<file path="config.mk">
export PLATFORM = sky130hd
export DESIGN_NAME = max_priority_queue_unsorted
export DESIGN_NICKNAME = d
export VERILOG_FILES = /design/src/hdl/mpq_pkg.sv /design/src/hdl/max_priority_queue_unsorted.sv /design/src/hdl/mpq_ram.sv /design/src/hdl/mpq_dp.sv /design/src/hdl/mpq_ctrl.sv
export SDC_FILE = /design/constraint.sdc
export NUM_CORES = 2
export LEC_CHECK = 0
export BUFFER_PORTS_ARGS = -buffer_cell sky130_fd_sc_hd__clkbuf_2
export CAP_MARGIN = 5
export CORE_MARGIN = 2
export CORE_UTILIZATION = 50
export CTS_CLUSTER_DIAMETER = 40
export DETAILED_ROUTE_END_ITERATION = 10
export GPL_TIMING_DRIVEN = 0
export PLACE_DENSITY = 0.68
export RECOVER_POWER = 50
export SLEW_MARGIN = 30
export SYNTH_ARGS = -nofsm -noshare
export SYNTH_HDL_FRONTEND = slang
export SYNTH_SLANG_ARGS = --single-unit
</file>
<file path="constraint.sdc">
create_clock -name clk_i -period 8.57 [get_ports clk_i]
set_input_delay 1.714 -clock clk_i [delete_from_list [all_inputs] [get_ports clk_i]]
set_output_delay 1.714 -clock clk_i [all_outputs]
set_load 0.1 [all_outputs]
</file>
<file path="src/hdl/mpq_pkg.sv">
// ----------------------------------------------------------------------------
// mpq_pkg
// Shared types and constants for the unsorted-array max priority queue.
// ----------------------------------------------------------------------------
package mpq_pkg;

  // Default number of entries the queue can hold
  localparam int unsigned CAPACITY = 128;

  // Request kinds (code 3 is unused and treated as a no-op)
  typedef enum logic [1:0] {
    KIND_INSERT = 2'd0,
    KIND_DELETE = 2'd1,
    KIND_FIND   = 2'd2
  } kind_e;

  // Result status codes
  typedef enum logic [1:0] {
    STATUS_OK    = 2'd0,
    STATUS_FULL  = 2'd1,
    STATUS_EMPTY = 2'd2
  } status_e;

  // Input beat
  typedef struct packed {
    logic [1:0]         kind;
    logic signed [31:0] value;
  } in_t;

  // Output beat
  typedef struct packed {
    logic signed [31:0] result_value;
    logic [1:0]         status;
    logic [7:0]         entry_count;
  } out_t;

  // Controller states
  typedef enum logic [2:0] {
    ST_IDLE,
    ST_EXEC,
    ST_SCAN,
    ST_SHIFT_INIT,
    ST_SHIFT,
    ST_RESP
  } state_e;

  // Commands from controller to datapath
  typedef struct packed {
    logic latch;       // capture the input beat
    logic exec;        // insert / error checks, clear result
    logic scan;        // stream entries through the max compare
    logic shift_init;  // point the read pointer past the maximum
    logic shift;       // move later entries down one place
    logic dec;         // one entry removed
    logic load;        // move result into the output register
  } cmd_t;

  // Status from datapath to controller
  typedef struct packed {
    logic need_scan;   // find/delete on a non-empty queue
    logic is_delete;
    logic last;        // data for the last stored entry is arriving
    logic shift_none;  // the maximum is the last entry
    logic out_free;    // output register can take a result
  } sts_t;

endpackage

</file>
<file path="src/hdl/max_priority_queue_unsorted.sv">
// Insert, no-op kind and error cases go from accept through execute to the result.
// Find-max streams one RAM read per stored entry through the compare.
// Delete-max adds a shift-init step and, when later entries exist, moves them
// down the RAM; one request is in work at a time.
// A finished result waits in the output register while the next request is accepted.
// Reset clears the count and control state; the entry RAM is not cleared.
// ----------------------------------------------------------------------------
// max_priority_queue_unsorted
// Max priority queue kept as an unsorted array with insert, delete-max, find-max.
// ----------------------------------------------------------------------------
module max_priority_queue_unsorted #(
  parameter int unsigned CAPACITY = mpq_pkg::CAPACITY
) (
  input  logic          clk_i,
  input  logic          rst_ni,
  input  logic          in_valid_i,
  output logic          in_stall_o,
  input  mpq_pkg::in_t  in_data_i,
  output logic          out_valid_o,
  input  logic          out_stall_i,
  output mpq_pkg::out_t out_data_o
);

  mpq_pkg::cmd_t cmd;
  mpq_pkg::sts_t sts;

  // Sequencer
  mpq_ctrl u_ctrl (
    .clk_i      (clk_i),
    .rst_ni     (rst_ni),
    .in_valid_i (in_valid_i),
    .in_stall_o (in_stall_o),
    .sts_i      (sts),
    .cmd_o      (cmd)
  );

  // Storage and compare
  mpq_dp #(
    .CAPACITY (CAPACITY)
  ) u_dp (
    .clk_i       (clk_i),
    .rst_ni      (rst_ni),
    .in_data_i   (in_data_i),
    .cmd_i       (cmd),
    .sts_o       (sts),
    .out_stall_i (out_stall_i),
    .out_valid_o (out_valid_o),
    .out_data_o  (out_data_o)
  );

endmodule

</file>
<file path="src/hdl/mpq_ram.sv">
// ----------------------------------------------------------------------------
// mpq_ram
// Generic simple dual-port RAM: one write port, one read port, registered read.
// ----------------------------------------------------------------------------
module mpq_ram #(
  parameter int unsigned WIDTH = 32,
  parameter int unsigned DEPTH = 128
) (
  input  logic                     clk_i,
  input  logic                     wr_en_i,
  input  logic [$clog2(DEPTH)-1:0] wr_addr_i,
  input  logic [WIDTH-1:0]         wr_data_i,
  input  logic                     rd_en_i,
  input  logic [$clog2(DEPTH)-1:0] rd_addr_i,
  output logic [WIDTH-1:0]         rd_data_o
);

  logic [WIDTH-1:0] mem_q [DEPTH];
  logic [WIDTH-1:0] rd_data_q;

  // Write port
  always_ff @(posedge clk_i) begin
    if (wr_en_i) begin
      mem_q[wr_addr_i] <= wr_data_i;
    end
  end

  // Registered read port
  always_ff @(posedge clk_i) begin
    if (rd_en_i) begin
      rd_data_q <= mem_q[rd_addr_i];
    end
  end

  assign rd_data_o = rd_data_q;

endmodule

</file>
<file path="src/hdl/mpq_dp.sv">
// ----------------------------------------------------------------------------
// mpq_dp
// Datapath: entry RAM, count, read pointer, running maximum and output register.
// ----------------------------------------------------------------------------
module mpq_dp #(
  parameter int unsigned CAPACITY = mpq_pkg::CAPACITY
) (
  input  logic          clk_i,
  input  logic          rst_ni,
  input  mpq_pkg::in_t  in_data_i,
  input  mpq_pkg::cmd_t cmd_i,
  output mpq_pkg::sts_t sts_o,
  input  logic          out_stall_i,
  output logic          out_valid_o,
  output mpq_pkg::out_t out_data_o
);

  localparam int unsigned AW = $clog2(CAPACITY);
  localparam int unsigned CW = $clog2(CAPACITY + 1);

  logic [1:0]         kind_q;
  logic signed [31:0] value_q;
  logic [CW-1:0]      count_q, count_d;
  logic [CW-1:0]      ptr_q, ptr_d;
  logic               rd_vld_q;
  logic [AW-1:0]      rd_tag_q;
  logic signed [31:0] res_q, res_d;
  logic [AW-1:0]      best_idx_q, best_idx_d;
  logic [1:0]         status_q, status_d;
  logic               out_valid_q, out_valid_d;
  mpq_pkg::out_t      out_q;

  logic               full;
  logic               empty;
  logic               is_insert;
  logic               is_search;
  logic [AW-1:0]      last_idx;
  logic               rd_en;
  logic               wr_en;
  logic [AW-1:0]      wr_addr;
  logic [31:0]        wr_data;
  logic [31:0]        rd_data;
  logic               out_free;

  assign full      = (count_q == CW'(CAPACITY));
  assign empty     = (count_q == '0);
  assign is_insert = (kind_q == mpq_pkg::KIND_INSERT);
  assign is_search = (kind_q == mpq_pkg::KIND_DELETE) || (kind_q == mpq_pkg::KIND_FIND);
  assign last_idx  = AW'(count_q - CW'(1));
  assign out_free  = !out_valid_q || !out_stall_i;

  // Read one stored entry per cycle while scanning or shifting
  assign rd_en = (cmd_i.scan || cmd_i.shift) && (ptr_q < count_q);

  // Insert writes at the tail; shift writes each entry one place lower
  always_comb begin
    wr_en   = 1'b0;
    wr_addr = rd_tag_q - AW'(1);
    wr_data = rd_data;
    if (cmd_i.exec && is_insert && !full) begin
      wr_en   = 1'b1;
      wr_addr = count_q[AW-1:0];
      wr_data = value_q;
    end else if (cmd_i.shift && rd_vld_q) begin
      wr_en = 1'b1;
    end
  end

  mpq_ram #(
    .WIDTH (32),
    .DEPTH (CAPACITY)
  ) u_ram (
    .clk_i     (clk_i),
    .wr_en_i   (wr_en),
    .wr_addr_i (wr_addr),
    .wr_data_i (wr_data),
    .rd_en_i   (rd_en),
    .rd_addr_i (ptr_q[AW-1:0]),
    .rd_data_o (rd_data)
  );

  // Request payload capture
  always_ff @(posedge clk_i) begin
    if (cmd_i.latch) begin
      kind_q  <= in_data_i.kind;
      value_q <= in_data_i.value;
    end
  end

  // Count and read pointer
  always_comb begin
    count_d = count_q;
    if (cmd_i.exec && is_insert && !full) begin
      count_d = count_q + CW'(1);
    end else if (cmd_i.dec) begin
      count_d = count_q - CW'(1);
    end
    ptr_d = ptr_q;
    if (cmd_i.exec) begin
      ptr_d = '0;
    end else if (cmd_i.shift_init) begin
      ptr_d = CW'(best_idx_q) + CW'(1);
    end else if (rd_en) begin
      ptr_d = ptr_q + CW'(1);
    end
  end

  // Status, result and running maximum (first of equal values wins)
  always_comb begin
    res_d      = res_q;
    best_idx_d = best_idx_q;
    status_d   = status_q;
    if (cmd_i.exec) begin
      res_d    = '0;
      status_d = mpq_pkg::STATUS_OK;
      if (is_insert && full) begin
        status_d = mpq_pkg::STATUS_FULL;
      end else if (is_search && empty) begin
        status_d = mpq_pkg::STATUS_EMPTY;
      end
    end else if (cmd_i.scan && rd_vld_q) begin
      if (rd_tag_q == '0 || $signed(rd_data) > res_q) begin
        res_d      = $signed(rd_data);
        best_idx_d = rd_tag_q;
      end
    end
  end

  // Output register
  always_comb begin
    out_valid_d = out_valid_q;
    if (cmd_i.load) begin
      out_valid_d = 1'b1;
    end else if (!out_stall_i) begin
      out_valid_d = 1'b0;
    end
  end

  always_ff @(posedge clk_i or negedge rst_ni) begin
    if (!rst_ni) begin
      count_q     <= '0;
      ptr_q       <= '0;
      rd_vld_q    <= 1'b0;
      out_valid_q <= 1'b0;
    end else begin
      count_q     <= count_d;
      ptr_q       <= ptr_d;
      rd_vld_q    <= rd_en;
      out_valid_q <= out_valid_d;
    end
  end

  always_ff @(posedge clk_i) begin
    rd_tag_q   <= ptr_q[AW-1:0];
    res_q      <= res_d;
    best_idx_q <= best_idx_d;
    status_q   <= status_d;
    if (cmd_i.load) begin
      out_q.result_value <= res_q;
      out_q.status       <= status_q;
      out_q.entry_count  <= 8'(count_q);
    end
  end

  assign sts_o.need_scan  = is_search && !empty;
  assign sts_o.is_delete  = (kind_q == mpq_pkg::KIND_DELETE);
  assign sts_o.last       = rd_vld_q && (rd_tag_q == last_idx);
  assign sts_o.shift_none = (best_idx_q == last_idx);
  assign sts_o.out_free   = out_free;

  assign out_valid_o = out_valid_q;
  assign out_data_o  = out_q;

`ifndef SYNTH
  // Count never exceeds the capacity
  a_count_range: assert property (@(posedge clk_i) disable iff (!rst_ni)
    count_q <= CW'(CAPACITY))
    else $error("entry count above capacity");

  // Reads never go past the last stored entry
  a_read_bound: assert property (@(posedge clk_i) disable iff (!rst_ni)
    rd_en |-> (ptr_q < count_q))
    else $error("read past last stored entry");

  // A full status is reported only with the queue at capacity
  a_full_status: assert property (@(posedge clk_i) disable iff (!rst_ni)
    cmd_i.load && (status_q == mpq_pkg::STATUS_FULL) |-> full)
    else $error("full status with free room");

  // Removing an entry needs a non-empty queue
  a_dec_nonempty: assert property (@(posedge clk_i) disable iff (!rst_ni)
    cmd_i.dec |-> !empty)
    else $error("decrement of empty queue");
`endif

endmodule

</file>
<file path="src/hdl/mpq_ctrl.sv">
// ----------------------------------------------------------------------------
// mpq_ctrl
// Controller: sequences accept, execute, scan, shift and result load.
// ----------------------------------------------------------------------------
module mpq_ctrl (
  input  logic          clk_i,
  input  logic          rst_ni,
  input  logic          in_valid_i,
  output logic          in_stall_o,
  input  mpq_pkg::sts_t sts_i,
  output mpq_pkg::cmd_t cmd_o
);

  mpq_pkg::state_e state_q, state_d;

  // Next state
  always_comb begin
    state_d = state_q;
    unique case (state_q)
      mpq_pkg::ST_IDLE: begin
        if (in_valid_i) state_d = mpq_pkg::ST_EXEC;
      end
      mpq_pkg::ST_EXEC: begin
        state_d = sts_i.need_scan ? mpq_pkg::ST_SCAN : mpq_pkg::ST_RESP;
      end
      mpq_pkg::ST_SCAN: begin
        if (sts_i.last) begin
          state_d = sts_i.is_delete ? mpq_pkg::ST_SHIFT_INIT : mpq_pkg::ST_RESP;
        end
      end
      mpq_pkg::ST_SHIFT_INIT: begin
        state_d = sts_i.shift_none ? mpq_pkg::ST_RESP : mpq_pkg::ST_SHIFT;
      end
      mpq_pkg::ST_SHIFT: begin
        if (sts_i.last) state_d = mpq_pkg::ST_RESP;
      end
      mpq_pkg::ST_RESP: begin
        if (sts_i.out_free) state_d = mpq_pkg::ST_IDLE;
      end
      default: state_d = mpq_pkg::ST_IDLE;
    endcase
  end

  // Outputs
  always_comb begin
    cmd_o      = '0;
    in_stall_o = 1'b1;
    unique case (state_q)
      mpq_pkg::ST_IDLE: begin
        in_stall_o  = 1'b0;
        cmd_o.latch = in_valid_i;
      end
      mpq_pkg::ST_EXEC: begin
        cmd_o.exec = 1'b1;
      end
      mpq_pkg::ST_SCAN: begin
        cmd_o.scan = 1'b1;
      end
      mpq_pkg::ST_SHIFT_INIT: begin
        cmd_o.shift_init = 1'b1;
        cmd_o.dec        = sts_i.shift_none;
      end
      mpq_pkg::ST_SHIFT: begin
        cmd_o.shift = 1'b1;
        cmd_o.dec   = sts_i.last;
      end
      mpq_pkg::ST_RESP: begin
        cmd_o.load = sts_i.out_free;
      end
      default: begin
        cmd_o = '0;
      end
    endcase
  end

  always_ff @(posedge clk_i or negedge rst_ni) begin
    if (!rst_ni) begin
      state_q <= mpq_pkg::ST_IDLE;
    end else begin
      state_q <= state_d;
    end
  end

`ifndef SYNTH
  // An accepted beat is always followed by the execute step
  a_accept_exec: assert property (@(posedge clk_i) disable iff (!rst_ni)
    in_valid_i && !in_stall_o |=> state_q == mpq_pkg::ST_EXEC)
    else $error("accepted beat not executed");
`endif

endmodule
</file>
# [Yosys cells after proc, flatten, opt, wreduce, memory -nomap -nowiden]
# Memories as Yosys holds them, arrays and structs flattened. A register that Yosys moved wholly into a read port is not among the register bits.
# Cells that the tools add are included.
[totals] n_memories=1 input_bits=38 mem_bits_rw=4096 out_inout_bits=44 word_cells=94 romBits=0 latchBits=0 reg_bits=145
[op_classes] n_shift=0 n_reduce_logical=26 mux=30 order_cmp=2 eq_ne=15 div=0 addsub=5 mul=0 bitwise=1
[mem_list] memory="u_dp.u_ram.mem_q" depth=128 word_bits=32 rd=1 rd_clocked_by_memory_dff=1 write_ports=1 line_no="mpq_ram.sv:18" source="logic [WIDTH-1:0] mem_q [DEPTH];"
[ops] op="two-way mux 8 bit" n=5
[ops] op="greater-than comparator 32 bit" n=1
[ops] op="two-way mux 32 bit" n=1
[ops] op="two-way mux 3 bit" n=6
[ops] op="one-hot mux 3 bit (6 select lines)" n=1
[ops] op="adder 8 x 1 -> 8 bit, second input constant" n=2
[ops] op="equality test 7 bit" n=2
[ops] op="two-way mux 1 bit" n=14
[ops] op="logical AND 1 bit" n=9
[ops] op="adder 7 x 1 -> 8 bit, second input constant" n=1
[ops] op="equality test 8 bit, second input constant" n=1
[ops] op="logical NOT 8 bit" n=1
[ops] op="< comparator 8 bit" n=1
[ops] op="!= test 2 x 1 -> 1 bit, second input constant" n=4
[ops] op="subtractor 8 x 1 -> 8 bit, second input constant" n=1
[ops] op="logical NOT 7 bit" n=1
[ops] op="two-way mux 7 bit" n=1
[ops] op="subtractor 7 x 1 -> 7 bit, second input constant" n=1
[ops] op="equality test 3 x 2 -> 1 bit, second input constant" n=2
[ops] op="equality test 3 bit, second input constant" n=2
[ops] op="logical NOT 1 bit" n=4
[ops] op="logical OR 1 bit" n=4
[ops] op="AND reduction 4 bit" n=1
[ops] op="equality test 3 x 1 -> 1 bit, second input constant" n=1
[ops] op="12 further kinds" n=12

# [Longest topological paths before layout]
[depth] ltp_word=7 ltp_mapped=11 ltp_nobuf=9

# [By module]
# A second synthesis with hierarchy kept.
[hier_totals] hier_cells=6714 hier_area_um2=163993.5
[modules_own_cells] mod="mpq_ram" cells_each=5990 area_each_um2=156596.4 seq_area_each_um2=123958.9 instances=1
[modules_own_cells] mod="mpq_dp" cells_each=690 area_each_um2=7114.3 seq_area_each_um2=3783.6 instances=1
[modules_own_cells] mod="mpq_ctrl" cells_each=34 area_each_um2=282.8 seq_area_each_um2=75.1 instances=1

# [Worst setup path after synthesis]
# OpenSTA, ideal clock, no wires.
[synth_timing] kind="register -> register" startpoint="register u_dp.count_q[0]" endpoint="memory u_dp.u_ram.mem_q[0][0], data pin" stages_incl_launch_ff=9 path_slack_ns=0.422 period_less_slack_ns=8.148 t_required_ns=7.372 arrival_time_ns=6.950 n_path_buf=3 cell_sequence="dfrtp_1 > clkbuf_1 > inv_1 > ha_1 > nor4b_1 > a311oi_1 > clkbuf_1 > buf_1 > o21ai_0"
[synth_via] elab_chain_len=4
[synth_rtl] item="from (decl)" line_no="mpq_dp.sv:23" source="logic [CW-1:0] count_q, count_d;"
[synth_rtl] item="from (signal assigned)" line_no="mpq_dp.sv:146" source="count_q <= count_d;"
[synth_rtl] item="equality test 8 bit" line_no="mpq_dp.sv:45" source="assign full = (count_q == CW'(CAPACITY));"
[synth_rtl] item="logical NOT 1 bit" line_no="mpq_dp.sv:60" source="if (cmd_i.exec && is_insert && !full) begin"
[synth_rtl] item="logical AND 1 bit" line_no="mpq_dp.sv:60"
[synth_rtl] item="two-way mux 32 bit" line_no="mpq_dp.sv:60"
[synth_rtl] item="via u_dp.u_ram.wr_data_i[0]" line_no="mpq_ram.sv:12" source="input logic [WIDTH-1:0] wr_data_i,"
[synth_rtl] item="to (decl)" line_no="mpq_ram.sv:18"
# The timed path passes the listed nets, and every way through them passes these cells.

# [Worst setup path after layout]
[layout_timing] startpoint="register u_dp.ptr_q[0]" endpoint="register u_dp.ptr_q[0]"
[layout_via] elab_cells_between_ends=7 classes_between="add/sub (1); order compare (1); mux (3); reduce/logical (2)"
[layout_rtl] item="from (decl)" line_no="mpq_dp.sv:24" source="logic [CW-1:0] ptr_q, ptr_d;"
[layout_rtl] item="from (signal assigned)" line_no="mpq_dp.sv:147" source="ptr_q <= ptr_d;"
[layout_rtl] item="< comparator 8 bit" line_no="mpq_dp.sv:53" source="assign rd_en = (cmd_i.scan || cmd_i.shift) && (ptr_q < count_q);"
[layout_rtl] item="logical AND 1 bit" line_no="mpq_dp.sv:53"
[layout_rtl] item="via u_dp.rd_en" line_no="mpq_dp.sv:38" source="logic rd_en;"
[layout_rtl] item="nonzero test 3 bit (no line)"
# The timed path passes the listed nets, and every way through them passes these cells. The select of a mux whose other input is x is not followed.
# A chain may end at the register's enable or synchronous reset.

==> run summary <==
RSZ-0062 raised after global routing: false
CP Buf/Inv Count: 4
share of synthesized registers carrying an async set or reset: 0.00491
Syn Inst Count: 6,581
Worst-Skew Late Latency: 1.03 ns
TritonRoute pass-1 iters: 9
initial antenna violation count: 61
Fin. Hold Viols: 0
Min-Delay Startpoint: u_dp.res_q[10]
leakage power: 0.0602 uW
total grt overflow: 0
final period utilization: 0.812
ranking of synthesized cells by area: edfxtp_1 77%, mux4_2 18%, mux2_2 0.65%
P per Cell Area: 369 nW/um^2
vias in the first global route: 79,200
largest net degree at the start of global routing: 129
max-slew violation count: 1,745
critical path's largest stage delay: 1.37 ns
Pwr Total: 71,500 uW
post-synthesis register bit count: 4,273
Peak VDD IR: 326 uV
post-cts resize count: 0
post-synthesis sequential area ratio: 0.781
CTS tree: yes
Wirelength per Cell: 36.9 microns
# hold bufs at CTS: 0
P&R area growth vs syn: 18.5%
count of flip-flops with a built-in enable after synthesis: 4,213
Worst-Margin Slew: 2.60 ns
area of the multi-input gates: 35,200 sq um
Clock Skew: 0.0734 ns
CORE AREA: 327,000 sq um
clock root buffer: clkbuf_16
starting density of the core: 0.501
RePlAce Congestion: 0.941
All-Layer GR Usage: 0.272
Worst path slowest cell: nand2_1
Post-CTS Setup Inserts: 0
startpoint types: flip-flop
Net Count, Synth: 6,664
capturing point of the worst reg2reg path: u_dp.ptr_q[0]
top cells by count, synth: 4,213 x edfxtp_1, 1,344 x mux4_2, 195 x clkbuf_1
Synth area leader: edfxtp_1
Register Area: 128,000 sq um
synthesized cell area: 164,000 sq um
hpwl dp: 311 mm
Setup violations, final: 0
share of the synthesized area in the top cell type: 0.773
FMAX: 0.144 GHz
CTS Buf Count: 479
R2R Setup Slk: 1.61 ns
DR vias: 78,300
vias per cell: 6.37
# rows: 210
final core utilization: 0.594
Die X: 576 microns
layout cells sized above 1: 0.357
final wirelength: 454 mm
Nets: 7,492
Slew HR: -0.735
CTS sink cnt: 4,273
clk buf depth: 4
Top FF cell, synth: edfxtp_1
Clock transition at path regs: 0.06 ns
First DRT Iteration DRCs: 11,300
crit path cell chain: clkbuf_1 -> clkbuf_1 -> clkbuf_1 -> clkbuf_1 -> nand2b_1 -> a21o_1 -> a21oi_1 -> o211ai_1 -> nand2_1 -> nor2_1 -> mux2_2
Worst Path Class, Setup: flip-flop to flip-flop
most frequent CP cell: clkbuf_1
status: finished, violations left
HP Class: flip-flop to flip-flop
CP endpoint kind: flip-flop
DRC: 2
Hold Path End: u_dp.out_data_o[20]
Unique masters post-synth: 50
H-tree depth: 5
YS warnings: 0
failing checks: DRC, capacitance limit, slew limit
Max Cap Viol: 33
Largest delay share family, worst path: buffers and inverters
fillcell total: 21,800
first-pass GRT wire length: 620 mm
Register-to-Register Path Depth: 11
full die area: 332,000 sq um
most common cell in the netlist: edfxtp_1
Final min period: 6.96 ns
I/O pins: 82
Port Buffers: 81
largest fanout on the critical path: 36
Worst Hold Depth: 0
antenna viol nets, final: 0
Die H: 576 microns
mean post-synth cell area: 24.9 sq um
Arrival @ worst endpoint: 7.82 ns
Worst R2R Start: u_dp.ptr_q[0]
Worst Path Required: 9.43 ns
-- through the flow --
stage	area [sq um]	worst slack, ns	std cells	hold WS, ns	setup TNS [ns]
2_1_floorplan	164000	0.422	6581	0.342	0
3_3_place_gp	170000	-5.79	11000	0.408	-740.06
3_5_place_dp	178000	2.90	11300	0.409	0
4_1_cts	194000	2.89	12200	0.385	0
5_1_grt	194000	1.63	12300	0.417	0
6_report	194000	1.61	12300	0.382	0
-- kinds of logic (layout without fill, tap and decap cells) --
family / Yosys count / in the layout / share of synthesized area
and+or+nand+nor: 308 / 308 / 0.00811
muxes: 1445 / 1445 / 0.192
AOI/OAI and AO/OA: 84 / 84 / 0.00316
xor gates and xnor gates: 36 / 36 / 0.00252
adders and majority gates: 45 / 45 / 0.00344
DFF: 4273 / 4273 / 0.781
other: 0 / 116 / 0
buffers and inverters: 390 / 1632 / 0.00998
-- per-layer routing --
layer	global-route usage	up-vias	share of wire
met3	0.0712	834	0.11
met4	0.135	16	0.054
met1	0.352	42200	0.35
li1	-	30500	-
met2	0.430	4814	0.48
met5	0.000143	-	0.0011
-- state kept, by name, indices dropped and copies added (netlist names), 3 cells and up --
signal and count:
u_dp.u_ram.mem_q 4096, u_dp.out_data_o 42, u_dp.u_ram.rd_data_o 32, u_dp.value_q 32, u_ctrl.state_q 3, u_dp.best_idx_q 7, u_dp.res_q 32, u_dp.rd_tag_q 7
u_dp.count_q 8, u_dp.ptr_q 8
-- power by group --
group          total, uW  internal [uW]  switching (uW)
clock              21100          12500            8550
sequential         27700          27200             487
combinational      22700           7950           14800
-- layout by cell type (no fill, tap or decap), drive strengths merged, types with 45 or more instances in the layout --
| cell | count |
|---|---|
| buf | 384 |
| bufinv | 68 |
| clkbuf | 841 |
| clkinv | 190 |
| diode | 116 |
| edfxtp | 4213 |
| ha | 45 |
| inv | 110 |
| mux2 | 95 |
| mux4 | 1344 |
| nand2 | 52 |
| nor2 | 187 |
-- layout make-up --
| cell class | instances | share of cell area |
|---|---|---|
| Sequential cell | 4273 | 0.659 |
| Multi-Input combinational cell | 1918 | 0.181 |
| Clock buffer | 543 | 0.0639 |
| Timing Repair Buffer | 347 | 0.0369 |
| Tap cell | 4346 | 0.0280 |
| Clock inverter | 352 | 0.0205 |
| Buffer | 335 | 0.00789 |
| Antenna cell | 116 | 0.00150 |
| Inverter | 55 | 0.00106 |
-- worst max-delay path by stage --
stage,slack (ns),cells after the start,end,start
after CTS,2.89,12,u_dp.u_ram.mem_q[3][6],u_dp.count_q[0]
final,1.61,11,u_dp.ptr_q[0],u_dp.ptr_q[0]
after detailed placement,2.90,12,u_dp.u_ram.mem_q[3][18],u_dp.count_q[0]
after floorplan,0.42,8,u_dp.u_ram.mem_q[0][0],u_dp.count_q[0]
after global routing,1.63,11,u_dp.ptr_q[0],u_dp.ptr_q[0]
after global placement,-5.79,8,u_dp.u_ram.mem_q[24][0],u_dp.count_q[0]
-- worst reg2reg max path: cells and delay by family (launching register included) --
kind            cells  cell delay [ns]
buf+inv             4             2.90
simple gates        3             2.23
compound gates      3             0.80
flops               1             0.56
mux                 1             0.38
No activity file was read; power rests on OpenSTA's default activity.
